==> config.mk <==
export PLATFORM = sky130hd
export DESIGN_NAME = mhbt_mod
export DESIGN_NICKNAME = d
export VERILOG_FILES = /design/src/modulo_hash_bucket_table_macros.svh /design/src/mhbt_pkg.sv /design/src/mhbt_mod.sv
export SDC_FILE = /design/constraint.sdc
export NUM_CORES = 1
export LEC_CHECK = 0
export BUFFER_PORTS_ARGS = -buffer_cell sky130_fd_sc_hd__buf_2
export CORE_MARGIN = 1
export CORE_UTILIZATION = 30
export CTS_CLUSTER_DIAMETER = 50
export DETAILED_ROUTE_END_ITERATION = 12
export SYNTH_ARGS = -nofsm -noshare
export SYNTH_HDL_FRONTEND = slang
export SYNTH_SLANG_ARGS = --single-unit
==> constraint.sdc <==
create_clock -name i_clk -period 2.95 [get_ports i_clk]
set_clock_uncertainty 0.15 [all_clocks]
set_input_delay 0.885 -clock i_clk [delete_from_list [all_inputs] [get_ports i_clk]]
set_output_delay 0.885 -clock i_clk [all_outputs]
set_load 0.02 [all_outputs]
==> src/modulo_hash_bucket_table_macros.svh <==
// Assertion macros shared by the table RTL.
// Depends on i_clk and i_rst_n being visible in the including module.
`ifndef MODULO_HASH_BUCKET_TABLE_MACROS_SVH
`define MODULO_HASH_BUCKET_TABLE_MACROS_SVH

// same-cycle implication
`define MHBT_ASSERT_IMP(name, ante, cons, msg) \
    name: assert property (@(posedge i_clk) disable iff (!i_rst_n) (ante) |-> (cons)) \
        else $error(msg);

// next-cycle implication
`define MHBT_ASSERT_NXT(name, ante, cons, msg) \
    name: assert property (@(posedge i_clk) disable iff (!i_rst_n) (ante) |=> (cons)) \
        else $error(msg);

`endif

==> src/mhbt_pkg.sv <==
// Types and constants of the modulo hash bucket table.
// No dependencies; used by mhbt_mod, the table top level and the testbench.
`default_nettype none

package mhbt_pkg;

    localparam int KEY_W   = 31;
    localparam int VAL_W   = 32;
    localparam int CFG_W   = 6;
    localparam int STAT_W  = 2;
    localparam int STEP_W  = $clog2(KEY_W);

    localparam logic [CFG_W-1:0] CFG_RESET = 6'd31;

    typedef enum logic [STAT_W-1:0] {
        ST_INSERTED = 2'd0,
        ST_FULL     = 2'd1,
        ST_FOUND    = 2'd2,
        ST_MISSING  = 2'd3
    } t_status;

    typedef enum logic {
        CMD_INSERT = 1'b0,
        CMD_SEARCH = 1'b1
    } t_cmd;

    typedef enum logic [2:0] {
        S_CLEAR,
        S_IDLE,
        S_MOD,
        S_FILL_RD,
        S_FILL_WT,
        S_INSERT,
        S_SCAN,
        S_DONE
    } t_state;

endpackage

`default_nettype wire

==> src/mhbt_mod.sv <==
// Bit-serial remainder unit: key modulo a 6-bit modulus, one key bit per cycle.
// Depends on mhbt_pkg.
`default_nettype none

module mhbt_mod (
    input  wire logic                       i_clk,
    input  wire logic                       i_rst_n,
    input  wire logic                       i_start,
    input  wire logic [mhbt_pkg::KEY_W-1:0] i_key,
    input  wire logic [mhbt_pkg::CFG_W-1:0] i_modulus,
    output logic                            o_done,
    output logic      [mhbt_pkg::CFG_W-1:0] o_rem
);

    import mhbt_pkg::*;

    logic              r_busy, n_busy;
    logic              r_done, n_done;
    logic [STEP_W-1:0] r_cnt, n_cnt;
    logic [KEY_W-1:0]  r_key, n_key;
    logic [CFG_W-1:0]  r_rem, n_rem;
    logic [CFG_W:0]    w_trial;

    always_comb begin
        w_trial = {r_rem, r_key[KEY_W-1]};
        n_busy  = r_busy;
        n_done  = 1'b0;
        n_cnt   = r_cnt;
        n_key   = r_key;
        n_rem   = r_rem;
        if (i_start) begin
            n_busy = 1'b1;
            n_cnt  = '0;
            n_key  = i_key;
            n_rem  = '0;
        end else if (r_busy) begin
            if (w_trial >= {1'b0, i_modulus}) begin
                n_rem = CFG_W'(w_trial - {1'b0, i_modulus});
            end else begin
                n_rem = CFG_W'(w_trial);
            end
            n_key = {r_key[KEY_W-2:0], 1'b0};
            n_cnt = r_cnt + STEP_W'(1);
            if (r_cnt == STEP_W'(KEY_W - 1)) begin
                n_busy = 1'b0;
                n_done = 1'b1;
            end
        end
    end

    always_ff @(posedge i_clk) begin
        if (!i_rst_n) begin
            r_busy <= 1'b0;
            r_done <= 1'b0;
            r_cnt  <= '0;
        end else begin
            r_busy <= n_busy;
            r_done <= n_done;
            r_cnt  <= n_cnt;
        end
        r_key <= n_key;
        r_rem <= n_rem;
    end

    assign o_done = r_done;
    assign o_rem  = r_rem;

endmodule

`default_nettype wire

# Word level (Yosys, flattened, before mapping)
# Cells that the tools add are included.
# totals
reg_bits,44
latchBits,0
ram_bits,0
romBits,0
in_bits,40
output_inout_bits,7
elab_cells,21
mem_count,0
# op_classes
add_sub_neg,2
n_mul,0
div_mod_pow,0
order_cmp,1
eq_ne,1
shifts,0
n_mux,7
bitwise_logic,2
reduce_logical,3
# op_table
cell,count
2-to-1 mux 31 bit,2
greater-or-equal comparator 7 x 6 -> 1 bit,1
2-to-1 mux 6 bit,1
subtractor 6 bit,1
adder 5 x 1 -> 5 bit (second input constant),1
== test 5 bit (second input constant),1
2-to-1 mux 1 bit,4
OR reduction 3 bit,1
NOT 1 bit,2
nonzero test 2 bit,1
OR reduction 2 bit,1

# Logic depth before layout (Yosys ltp)
# depth
depth_word,4
depth_mapped,8
depth_no_buf,8

# Worst setup path before layout
# No wires, ideal clock.
# synth_path
path_type,input -> register
start,input port i_modulus[0] (netlist name)
end,"register r_rem[4], in the netlist o_rem[4]"
setup_time_ns,0.086
arrival_ns,2.248
path_slack_ns,0.466
stages,7
path_buffers,0
cell_sequence,ha_1 > fa_1 > or2b_1 > a21oi_1 > xor2_1 > mux2i_1 > a211oi_1
# synth_between
elab_chain_len,2
# synth_rtl
element,line_no,source
"start, declared",mhbt_mod.sv:10,"input wire logic [mhbt_pkg::CFG_W-1:0] i_modulus,"
subtractor 6 bit or greater-or-equal comparator 7 x 6 -> 1 bit (tied branches),"mhbt_mod.sv:38, mhbt_mod.sv:37",
2-to-1 mux 6 bit (*),mhbt_mod.sv:37,"if (w_trial >= {1'b0, i_modulus}) begin"
"end signal, assigned",mhbt_mod.sv:62,r_rem <= n_rem;
"end, declared",mhbt_mod.sv:21,"logic [CFG_W-1:0] r_rem, n_rem;"
# Mark *: on every way between the ends. The rest lies on a longest branch, timed or not.
# A chain may end at the register's enable or synchronous reset.

# Worst setup path after layout
# layout_path
start,input port i_modulus[2] (netlist name)
end,"register r_rem[3], in the netlist o_rem[3]"
# Same word-level chain as after synthesis.

==> impl_metrics.yaml <==
sta:
  setup_viol: 0
  worst_pin_slew_ns: 0.619
  rsz0062_at_grt: "no"
  hold_viol_final: 0
  slew_viol_final: 0
  period_share_pct: 81.6
  fmax_ghz: 0.415
  period_minus_slack_ns: 2.41
  relSlewSlack_pct: 58.8
  setup_tns_ns: 0
final_layout:
  diodes: 0
  finalInstanceArea_um2: 2620
  area.growth.synth_to_final_pct: 21.0
  nets: 267
  nFillCells: 665
  layout-drive-gt1-share_pct: 43.1
routing:
  first_pass_iters: 4
  vias: 1403
  drtAntennaViolNets: 0
  post-route-drc-count: 0
  drtIter0Drc: 80
  post_drt_wl_per_cell_um: 12.4
  wirelength_um: 3900
  via_per_inst: 4.47
global_routing:
  busiest_layer: "met2"
  grt_pass1_vias: 1337
  grt_usage_pct: 11.2
  grt_start_max_net_pins: 32
  use_met3_pct: 3.89
  grt_pass1_wl_um: 6330
  overflow: 0
  use_met2_pct: 17.3
  gr-usage-met1_pct: 14.6
  antenna_found_initial: 0
clock_tree:
  cts.htree.levels: 2
  root_buffer: "clkbuf_8"
  holdBufCountCts: 0
  cts_made_buffers: 5
  ctsResizeCount: 0
  clk_pin_slew_ns: 0.08
  clock_latency_ns: 0.29
  cts_tree: "done"
  cts.sinks: 44
  post_cts_buffers: 0
  clockBufferDepth: 2
setup_path:
  crit_family: "simple AND/OR/NAND/NOR gates"
  rr_startpoint: "r_key[30]"
  crit_buf_inv: 2
  worstPathRequired_ns: 3.01
  path_cells: "buf_2, inv_1, ha_1, nand4_1, nor3_2, a211oi_4, or3_1, a311oi_2"
  critPathLaunchType: "primary input"
  crit_arrival_ns: 2.47
  r2r-end: "o_rem[4]"
  regToRegSetupSlack_ns: 0.88
  slowest_delay_ns: 0.39
  path_max_fanout: 10
  critPathCaptureType: "flop"
  rr_worst_depth: 8
  slowest_stage: "or3_1"
  critPathKind: "in -> reg"
outcome:
  outcome: "finished clean"
yosys:
  ys_types: 35
  synth_area_leaders: "edfxtp_1, mux2_2, dfxtp_1"
  yosys.area.top_type: "edfxtp_1"
  ys_seq_elements: 44
  syn-num-nets: 218
  synth_cells: 168
  synth_enable_flop_cells: 31
  yosys.area.top_type_share_pct: 43.0
  syn_area_per_cell_um2: 12.9
  ys_warn_count: 0
  yosysMostFrequentCell: "edfxtp_1"
  ys_async_sr_fraction_pct: 0
  dominantRegCellSynth: "edfxtp_1"
  synth.top_cells.by_count: "edfxtp_1, mux2_2, nor2_1"
  syn-cell-area_um2: 2170
  ys_seq_area_share_pct: 55.0
worst_hold_path:
  holdPathEnd: "o_done"
  worstHoldStart: "r_cnt[4]"
  hp-class: "reg -> reg"
  hold_depth: 2
run:
  maxCapViolCount: 0
placement:
  numPortBuffers: 46
  dp_hpwl_um: 2670
  gp_congestion: 0.797
  placed_area_um2: 2540
floorplan:
  ios: 47
  start_util_pct: 31.5
  die_w_um: 87.0
  die-area_um2: 7560
  core_area_um2: 6870
  fp.dieH_um: 87.0
  rows: 30
power_and_ir_drop:
  p_leak_nw: 1.05
  ir_drop_mv: 0.233
  power_density_nw_per_um2: 523
==> stage by stage <==
stage	std cells	power, mW	util [%]	hold slack [ns]	setup slack, ns
detailed placement	306	1.02	36.9	0.336	0.250
CTS	314	1.39	38.1	0.354	0.565
finish	314	1.37	38.1	0.357	0.543
global placement	306	1.01	36.9	0.349	0.289
global route	314	1.44	38.1	0.405	0.463
floorplan	168	0.934	-	0.315	0.466
==> metal layers <==
layer  part of all wire, %  vias to the layer above
met4                  0.28                        0
met2                    47                       29
met3                   4.4                        2
met1                    48                      658
li1                      -                      714
met5                     0                        -
==> logic make-up (layout without fill, tap and decap cells) <==
kind of cell / count (synthesis) / after routing / synth area share (%)
simple gates: 40 / 40 / 9.71
compound gates: 18 / 18 / 6.82
buf+inv: 17 / 67 / 2.95
fa+ha+maj: 10 / 10 / 6.12
mux: 33 / 33 / 17.0
xor+xnor: 6 / 6 / 2.43
flops: 44 / 44 / 55.0
==> cells in the final DEF, fill, tap and decap left out, types with 3 or more instances in the layout <==
master / n
mux2i_1: 3
ha_1: 9
inv_1: 10
nor2_1: 15
nand4_1: 4
a21oi_1: 5
nor3_1: 3
nand2_1: 4
mux2_2: 30
buf_2: 46
edfxtp_1: 31
a211oi_1: 4
clkbuf_8: 5
dfxtp_1: 13
xor2_1: 4
==> power by group <==
group | switching [mW] | total [mW] | internal, mW
clock | 0.201 | 0.371 | 0.170
sequential | 0.0231 | 0.750 | 0.727
combinational | 0.126 | 0.248 | 0.122
==> tightest hold or removal path, stage by stage (launching register included) <==
cell and delay (ns):
dfxtp_1 0.33, nand4_1 0.09, nor3_1 0.05
==> flip-flops by register name, indices dropped and copies added, names as in the netlist <==
| name | cells |
|---|---|
| r_key | 31 |
| o_rem | 6 |
| r_cnt | 5 |
| o_done | 1 |
| r_busy | 1 |
==> worst max-delay path by stage <==
| stage | startpoint | end | slack (ns) | depth (start not counted) |
|---|---|---|---|---|
| after floorplan | i_modulus[0] | o_rem[4] | 0.47 | 7 |
| after global placement | i_modulus[0] | o_rem[4] | 0.29 | 8 |
| after global routing | i_modulus[2] | o_rem[2] | 0.46 | 8 |
| final | i_modulus[2] | o_rem[3] | 0.54 | 8 |
| after CTS | i_modulus[2] | o_rem[3] | 0.57 | 8 |
| after detailed placement | i_modulus[2] | o_rem[3] | 0.25 | 8 |
==> cell type report <==
| type | instances | area (um^2) | share of cell area (%) |
|---|---|---|---|
| Clock buffer | 7 | 77.6 | 2.96 |
| Clock inverter | 1 | 5.00 | 0.191 |
| Timing Repair Buffer | 49 | 278 | 10.6 |
| Multi-Input combinational cell | 107 | 911 | 34.8 |
| Sequential cell | 44 | 1190 | 45.5 |
| Inverter | 10 | 37.5 | 1.43 |
| Tap cell | 96 | 120 | 4.58 |
Note: power is estimated with default switching activity, not from simulation.
