<file path="src/modulo_hash_bucket_table_macros.svh">
// Assertion macros shared by the table RTL.
// Depends on i_clk and i_rst_n being visible in the including module.
`ifndef MODULO_HASH_BUCKET_TABLE_MACROS_SVH
`define MODULO_HASH_BUCKET_TABLE_MACROS_SVH

// same-cycle implication
`define MHBT_ASSERT_IMP(name, ante, cons, msg) \
    name: assert property (@(posedge i_clk) disable iff (!i_rst_n) (ante) |-> (cons)) \
        else $error(msg);

// next-cycle implication
`define MHBT_ASSERT_NXT(name, ante, cons, msg) \
    name: assert property (@(posedge i_clk) disable iff (!i_rst_n) (ante) |=> (cons)) \
        else $error(msg);

`endif

</file>
<file path="src/mhbt_ram.sv">
// Generic single-write, single-read RAM with registered read data.
// No dependencies.
`default_nettype none

module mhbt_ram #(
    parameter int WIDTH = 8,
    parameter int DEPTH = 16
) (
    input  wire logic                                  i_clk,
    input  wire logic                                  i_wr_en,
    input  wire logic [(DEPTH > 1 ? $clog2(DEPTH) : 1)-1:0] i_wr_addr,
    input  wire logic [WIDTH-1:0]                      i_wr_data,
    input  wire logic                                  i_rd_en,
    input  wire logic [(DEPTH > 1 ? $clog2(DEPTH) : 1)-1:0] i_rd_addr,
    output logic      [WIDTH-1:0]                      o_rd_data
);

    logic [WIDTH-1:0] r_mem [DEPTH];
    logic [WIDTH-1:0] r_rd_data;

    always_ff @(posedge i_clk) begin
        if (i_wr_en) begin
            r_mem[i_wr_addr] <= i_wr_data;
        end
        if (i_rd_en) begin
            r_rd_data <= r_mem[i_rd_addr];
        end
    end

    assign o_rd_data = r_rd_data;

endmodule

`default_nettype wire

</file>
<file path="config.mk">
export PLATFORM = sky130hd
export DESIGN_NAME = mhbt_ram
export DESIGN_NICKNAME = d
export VERILOG_FILES = /design/src/modulo_hash_bucket_table_macros.svh /design/src/mhbt_ram.sv
export SDC_FILE = /design/constraint.sdc
export NUM_CORES = 1
export LEC_CHECK = 0
export ABC_AREA = 1
export BUFFER_PORTS_ARGS = -buffer_cell sky130_fd_sc_hd__buf_2
export CELL_PAD_IN_SITES_DETAIL_PLACEMENT = 1
export CELL_PAD_IN_SITES_GLOBAL_PLACEMENT = 1
export CORE_ASPECT_RATIO = 1.75
export CORE_MARGIN = 2
export CORE_UTILIZATION = 45
export DETAILED_ROUTE_END_ITERATION = 6
export PLACE_DENSITY = 0.78
export SYNTH_ARGS = -nofsm -noshare
export SYNTH_HDL_FRONTEND = slang
export SYNTH_SLANG_ARGS = --single-unit
</file>
<file path="constraint.sdc">
create_clock -name i_clk -period 1.4 [get_ports i_clk]
set_clock_uncertainty 0.1 [all_clocks]
set_input_delay 0 -clock i_clk [delete_from_list [all_inputs] [get_ports i_clk]]
set_output_delay 0 -clock i_clk [all_outputs]
set_load 0.1 [all_outputs]
</file>
### Yosys cells after proc, flatten, opt, wreduce, memory -nomap -nowiden

Memory sizes are Yosys's and may differ from the RTL's. A register that Yosys moved wholly into a read port is not among the register bits.
Cells that the tools add are included.

* bits in writable memories: 128
* output and inout bits: 8
* memories kept: 1
* bits of input ports: 19
* register bits: 0

* mux-type cells: 2

Memories
* r_mem: words 16, width 8, rd ports 1, clocked after Yosys merged registers in 1, wr ports 1, RTL line mhbt_ram.sv:18 `logic [WIDTH-1:0] r_mem [DEPTH];`

Operators by type and width (count)
* $mux 1: 2

### Depth between registers and ports, before layout

Gate-level depths: netlist of the first run.

* word-level depth: 2
* depth in mapped cells: 8
* gate-level depth less buffers: 7

### Worst setup path after synthesis of the first run

Ideal clock, no wire load.

* path type: input -> register
* from: input i_wr_addr[2] (netlist bit)
* to: memory r_mem[10][0], enable pin
* data arrival time: 0.581 ns
* required time: 0.930 ns
* slack: 0.349 ns
* path buffers: 0
* stages on the path: 2
* cells stage by stage: nand3b_1 > nor2_1

RTL lines
* from (decl): RTL line mhbt_ram.sv:11 `input wire logic [(DEPTH > 1 ? $clog2(DEPTH) : 1)-1:0] i_wr_addr,`
* to (decl): RTL line mhbt_ram.sv:18

Straight into the memory's write port.

### Final worst setup path of the first run

* from: register r_rd_data[5], in the netlist o_rd_data[5] (read register of r_mem)
* to: output o_rd_data[5]

RTL lines
* from (decl): RTL line mhbt_ram.sv:19 `logic [WIDTH-1:0] r_rd_data;`
* to (decl): RTL line mhbt_ram.sv:15 `output logic [WIDTH-1:0] o_rd_data`

No word-level cell between the ends.

==> out/metrics.cfg, run 1 <==
[logic_synthesis]
synth_top_area_cell = sky130_fd_sc_hd__edfxtp_1
yosysSeqAreaShare_pct = 69.85
synth_area_per_cell_um2 = 10.61
mappedNetlistArea_um2 = 5847
synth_warnings = 0
synthDominantCellAreaShare_pct = 69.85
post_synth_inst_count = 551
synthTopCellsByArea = sky130_fd_sc_hd__edfxtp_1, sky130_fd_sc_hd__nand2_1, sky130_fd_sc_hd__nand3_1
synthesis.nets = 570
netlist-cell-type-count = 11
ys_seq_elements = 136

[hold_path]
whs_path_depth = 4
min-delay-path-class = in2reg
min_delay_worst_endpoint = o_rd_data[5]
timing.hold.worst.start = i_rd_addr[3]

[route]
router_iterations_before_antenna_repair = 4
detail_route.iter0.violations = 221
routed_via_density = 5.120
route.antenna.remaining_nets = 0
remaining_drc_errors = 0
totalWireLength_um = 15080
routed_wire_length_per_instance_um = 19.06
routed-via-count = 4050

[setup_path]
critical_path_required_ps = 1300
worst-path-buf-inv = 1
rr_worst_depth = 6
crit_path_max_incr_delay_ps = 430
startpoint_type = register
rr_endpoint = o_rd_data[2]
timing.critical_path.arrival_ps = 1200
critical-path-slowest-cell = sky130_fd_sc_hd__buf_2
critical_path.cell_chain = buf_2
critical_path_peak_fanout = 1
setup.reg_to_reg.worst_slack_ps = 140
r2r_start = r_mem[2][2]
setup.worst_path.class = reg2out
endpoint_kind = output port
critical_path_depth = 1
critical_path.top_delay_family = buffers and inverters

[status]
outcome = completed

[floorplanning]
initial_utilization_pct = 45.68
floorplan.io_pins = 27
die-area_um2 = 13960
design.core.area_um2 = 12800
die_x_extent_um = 90.17
row_count = 55
die_h_um = 154.8

[timing]
slew-limit-headroom_pct = 58.53
layout_worst_path_cycle_share_pct = 92.90
hold_viol_final = 0
tns_ps = 0
unrepaired_setup_endpoints_after_global_routing = no
max_freq_mhz = 768.9
setup_violations = 0
layout_min_cycle_time_ps = 1301
setup_ws_ps = 99.37
timing_max_transition_violations_final = 0
worst_slew_pin_slew_ps = 621.1

[finish]
number_of_fillers_in_the_final_layout = 1399
post_layout_nonfiller_instances = 791
fraction_of_final_layout_cells_sized_beyond_drive_strength_1_pct = 13.23
area.growth.synth_to_final_pct = 19.82
antenna_cells = 0
leading_cell_types_in_the_layout_fill_and_taps_excluded = sky130_fd_sc_hd__nand2_1, sky130_fd_sc_hd__edfxtp_1, sky130_fd_sc_hd__inv_1, sky130_fd_sc_hd__nand3_1, sky130_fd_sc_hd__buf_2
final_standard_cell_area_without_fillers_um2 = 7005
design.final.nets = 626
layout_commonest_cell = sky130_fd_sc_hd__nand2_1

[place]
dpl_worst_slack_ps = 73.94
detailed_place_hpwl_um = 9625
gp_congestion = 0.8040
io_buffer_count = 26
postPlaceCellArea_um2 = 6257
post-place-cells = 750

[run]
drv_cap = 0

[global_routing]
grt_start_max_net_pins = 57
grt_antenna_before_repair = 0
overflow = 0
grt_resource_usage_total_pct = 23.04
via_count_of_the_first_global_routing_pass = 4448
grt_pass1_wl_um = 23750

[clock_network]
worst_setup_hold_path_clk_slew_ps = 60
worstSkewPairLatency_ps = 430
post-cts-setup-buffers = 0
cts_root_buf = sky130_fd_sc_hd__clkbuf_16
numClockSinks = 136
clk_path_buf_depth = 2
numCtsBuffers = 17
cts_tree = built
cts.htree.levels = 4

[power_and_ir_drop]
power.ir.vdd_worst_mv = 1.243
total_leakage_power_nw = 3.029
p_per_area_nw_per_um2 = 1474

-- cell type report --
cell class	count	area [µm²]	share of cell area, %
Sequential cell	136	4084	58.30
Tap cell	171	214.0	3.054
Multi-Input combinational cell	289	1214	17.32
Clock buffer	19	432.9	6.180
Inverter	102	382.9	5.465
Timing Repair Buffer	61	452.9	6.465
Clock inverter	13	225.2	3.215
-- worst max path at each step --
| stage | from | end | slack [ps] |
|---|---|---|---|
| final | o_rd_data[5] | o_rd_data[5] | 100 |
| after detailed placement | i_rd_addr[1] | o_rd_data[2] | 70 |
| after floorplan | i_wr_addr[2] | r_mem[10][0] | 350 |
| after CTS | o_rd_data[5] | o_rd_data[5] | 80 |
| after global placement | i_rd_addr[1] | o_rd_data[2] | 90 |
| after global routing | r_mem[1][2] | o_rd_data[2] | 40 |
-- synthesized netlist by cell type --
| cell type | instances |
|---|---|
| sky130_fd_sc_hd__nand2_1 | 173 |
| sky130_fd_sc_hd__inv_1 | 100 |
| sky130_fd_sc_hd__buf_4 | 4 |
| sky130_fd_sc_hd__nand3_1 | 97 |
| sky130_fd_sc_hd__inv_2 | 2 |
| sky130_fd_sc_hd__buf_6 | 6 |
| sky130_fd_sc_hd__nor2_1 | 17 |
| sky130_fd_sc_hd__buf_1 | 1 |
| sky130_fd_sc_hd__nand3b_1 | 2 |
| sky130_fd_sc_hd__buf_2 | 13 |
| sky130_fd_sc_hd__edfxtp_1 | 136 |
-- state kept, by name, summed over array words and instances (netlist names) --
signal     cells
r_mem        128
o_rd_data      8
-- power by group --
part / internal (mW) / total, mW / switching, mW / leakage [nW]
Sequential: 4.59 / 4.62 / 0.0272 / 1.24
Clock: 3.33 / 4.98 / 1.65 / 0.313
Combinational: 0.190 / 0.732 / 0.541 / 1.48
-- metrics by stage --
step           util [%]  hold WS [ps]  total power [mW]
6_report          54.73         13.59             10.33
5_1_grt           54.73         7.977             10.60
4_1_cts           54.73         1.759             10.39
3_5_place_dp      48.89         275.5             5.407
3_3_place_gp      48.89         275.5             5.377
2_1_floorplan         -        -1.131             5.157
-- cell families after synthesis --
| kind of cell | share of synthesized area, % |
|---|---|
| AND/OR/NAND/NOR | 20.76 |
| buffers and inverters | 9.394 |
| flip-flops | 69.85 |
-- metal layers --
layer	vias to the layer above	global-route usage, %	part of all wire [%]
met1	1998	24.19	37
li1	1896	-	-
met5	-	0	0
met2	108	42.71	54
met3	48	5.699	4.6
met4	0	10.99	4.1
-- timing repair --
item,CTS,global route
resized for setup,0,0
endpoints found under the hold margin,136,0
hold buffers,9,0
Power figures use the tool's default switching activity.
==> inputs of run 2 (changes only) <==
==> constraint.sdc (replaced) <==
create_clock -name i_clk -period 1.3 [get_ports i_clk]
set_clock_uncertainty 0.1 [all_clocks]
set_input_delay 0 -clock i_clk [delete_from_list [all_inputs] [get_ports i_clk]]
set_output_delay 0 -clock i_clk [all_outputs]
set_load 0.1 [all_outputs]
==> run 2 against run 1 <==
Compared with the run above: sequential power grew 7.6%; non-clock buffer count grew 2; die area unchanged; clock-buffer cell count is 2 lower; critical path type unchanged; largest power group is now sequential cells.
==> out/metrics.cfg, run 2 (synthesis gave the netlist of run 1 again) <==
[power_and_ir_drop]
total_leakage_power_nw = 3.012  ; was 3.029 nW
p_per_area_nw_per_um2 = 1493  ; was 1474 nW/µm²
power.ir.vdd_worst_mv = 1.221  ; was 1.243 mV

[setup_path]
setup.reg_to_reg.worst_slack_ps = 70  ; was 140 ps
rr_worst_depth = 6  ; unchanged
crit_path_max_incr_delay_ps = 420  ; was 430 ps
endpoint_kind = output port  ; unchanged
worst-path-buf-inv = 1  ; unchanged
r2r_start = r_mem[0][7]  ; was r_mem[2][2]
critical-path-slowest-cell = sky130_fd_sc_hd__buf_2  ; unchanged
setup.worst_path.class = reg2out  ; unchanged
startpoint_type = register  ; unchanged
critical_path_peak_fanout = 1  ; unchanged
critical_path.cell_chain = buf_2  ; unchanged
timing.critical_path.arrival_ps = 1160  ; was 1200 ps
critical_path_required_ps = 1200  ; was 1300 ps
rr_endpoint = o_rd_data[7]  ; was o_rd_data[2]
critical_path.top_delay_family = buffers and inverters  ; unchanged

[finish]
antenna_cells = 0  ; unchanged
largest_register_ffs = 128  ; unchanged
registers.top_by_ff_count = r_mem  ; unchanged
final_standard_cell_area_without_fillers_um2 = 6970  ; was 7005 µm²
design.final.nets = 628  ; was 626
area.growth.synth_to_final_pct = 19.22  ; was 19.82%
layout_commonest_cell = sky130_fd_sc_hd__nand2_1  ; unchanged
leading_cell_types_in_the_layout_fill_and_taps_excluded = sky130_fd_sc_hd__nand2_1, sky130_fd_sc_hd__edfxtp_1, sky130_fd_sc_hd__inv_1, sky130_fd_sc_hd__nand3_1, sky130_fd_sc_hd__buf_4  ; was sky130_fd_sc_hd__nand2_1, sky130_fd_sc_hd__edfxtp_1, sky130_fd_sc_hd__inv_1, sky130_fd_sc_hd__nand3_1, sky130_fd_sc_hd__buf_2
fraction_of_final_layout_cells_sized_beyond_drive_strength_1_pct = 14.31  ; was 13.23%

[clock_network]
worstSkewPairLatency_ps = 410  ; was 430 ps
cts_root_buf = sky130_fd_sc_hd__clkbuf_16  ; unchanged
cts_tree = built  ; unchanged
cts.htree.levels = 4  ; unchanged
numClockSinks = 136  ; unchanged
worst_setup_hold_path_clk_slew_ps = 60  ; about the same
post-cts-setup-buffers = 0  ; unchanged
numCtsBuffers = 17  ; unchanged
clk_path_buf_depth = 2  ; unchanged

[place]
detailed_place_hpwl_um = 9693  ; was 9625 µm
postPlaceCellArea_um2 = 6272  ; was 6257 µm²
io_buffer_count = 26  ; unchanged
gp_congestion = 0.8004  ; was 0.8040

[timing]
layout_min_cycle_time_ps = 1259
unrepaired_setup_endpoints_after_global_routing = no  ; unchanged
worst_slew_pin_slew_ps = 620.8  ; was 621.1 ps
layout_worst_path_cycle_share_pct = 96.85
timing_max_transition_violations_final = 0  ; unchanged
slew-limit-headroom_pct = 58.55  ; was 58.53%
max_freq_mhz = 794.2
hold_viol_final = 0  ; unchanged
setup_violations = 0  ; unchanged
worst_hold_slack_ps = 31.22  ; was 13.59 ps

[global_routing]
grt_antenna_before_repair = 0  ; unchanged
via_count_of_the_first_global_routing_pass = 4255  ; was 4,448
grt_resource_usage_total_pct = 22.17  ; was 23.04%
grt_pass1_wl_um = 22910  ; was 23,750 µm
grt_start_max_net_pins = 33  ; was 57
overflow = 0  ; unchanged

[floorplanning]
initial_utilization_pct = 45.68  ; unchanged
floorplan.io_pins = 27  ; unchanged
row_count = 55  ; unchanged
design.core.area_um2 = 12800  ; unchanged
die-area_um2 = 13960  ; unchanged
die_h_um = 154.8  ; unchanged
die_x_extent_um = 90.17  ; unchanged

[route]
routed-via-count = 4038  ; was 4,050
routed_via_density = 5.092  ; was 5.120
detail_route.iter0.violations = 198  ; was 221
totalWireLength_um = 14590  ; was 15,080 µm
router_iterations_before_antenna_repair = 5  ; was 4
route.antenna.remaining_nets = 0  ; unchanged
remaining_drc_errors = 0  ; unchanged
routed_wire_length_per_instance_um = 18.39  ; was 19.06 µm

[hold_path]
min_delay_worst_endpoint = o_rd_data[2]  ; was o_rd_data[5]
timing.hold.worst.start = i_rd_addr[3]  ; unchanged
min-delay-path-class = in2reg  ; unchanged
whs_path_depth = 4  ; unchanged

[status]
outcome = completed  ; unchanged

[run]
drv_cap = 0  ; unchanged

## run 2: cell count changes in the layout (fill, tap and decap cells not counted), sizes merged
cell	previous run	this run
buf	52	53
clkinv	4	7
clkinvlp	2	3
inv	103	105
bufinv	6	2
clkbuf	19	18
## run 2: layout make-up
type	count	area (µm²)
Clock inverter	15	152.6
Clock buffer	17	425.4
Multi-Input combinational cell	289	1229
Inverter	102	382.9
Tap cell	171	214.0
Fill cell	1429	5829
Sequential cell	136	4084
Timing Repair Buffer	63	483.0
## run 2: metrics by stage
stage	TNS [ps]	total power, mW	std cells	util, %	worst slack [ps]
final	0	10.41	793	54.46	40.91
after global routing	0	10.71	793	54.46	5.208
after CTS	0	10.47	793	54.32	0.3347
after detailed placement	-144.1	5.830	752	49.00	-70.35
after global placement	-18.98	5.797	752	49.00	-14.97
after floorplan	0	5.554	551	-	249.2
## run 2: worst max path at each step
stage / cells after the start / startpoint / to
after floorplan: 2 / i_wr_addr[2] / r_mem[10][0]
after global placement: 7 / i_rd_addr[0] / o_rd_data[2]
after detailed placement: 6 / i_rd_addr[1] / o_rd_data[4]
after CTS: 1 / o_rd_data[3] / o_rd_data[3]
after global routing: 6 / r_mem[1][6] / o_rd_data[6]
final: 1 / o_rd_data[1] / o_rd_data[1]
## run 2: what timing repair did
item | CTS | global route
hold buffers | 9 | 0
hold endpoints to repair | 136 | 0
resized for setup | 5 | 4
pin swaps | 0 | 1
setup endpoints to repair | 5 | 5
gates cloned | 0 | 0
## run 2: power breakdown
part	switching, mW	internal, mW	total (mW)
clock network	1.81	2.82	4.64
logic	0.583	0.219	0.802
registers	0.0310	4.94	4.97
total	2.43	7.98	10.4
## run 2: metal layers
layer	global-route usage (%)	vias up	wire length, µm
met5	0	-	0
met2	41.50	111	8138
met4	10.84	0	495
met3	3.751	36	488
met1	23.94	1996	5463
li1	-	1895	-
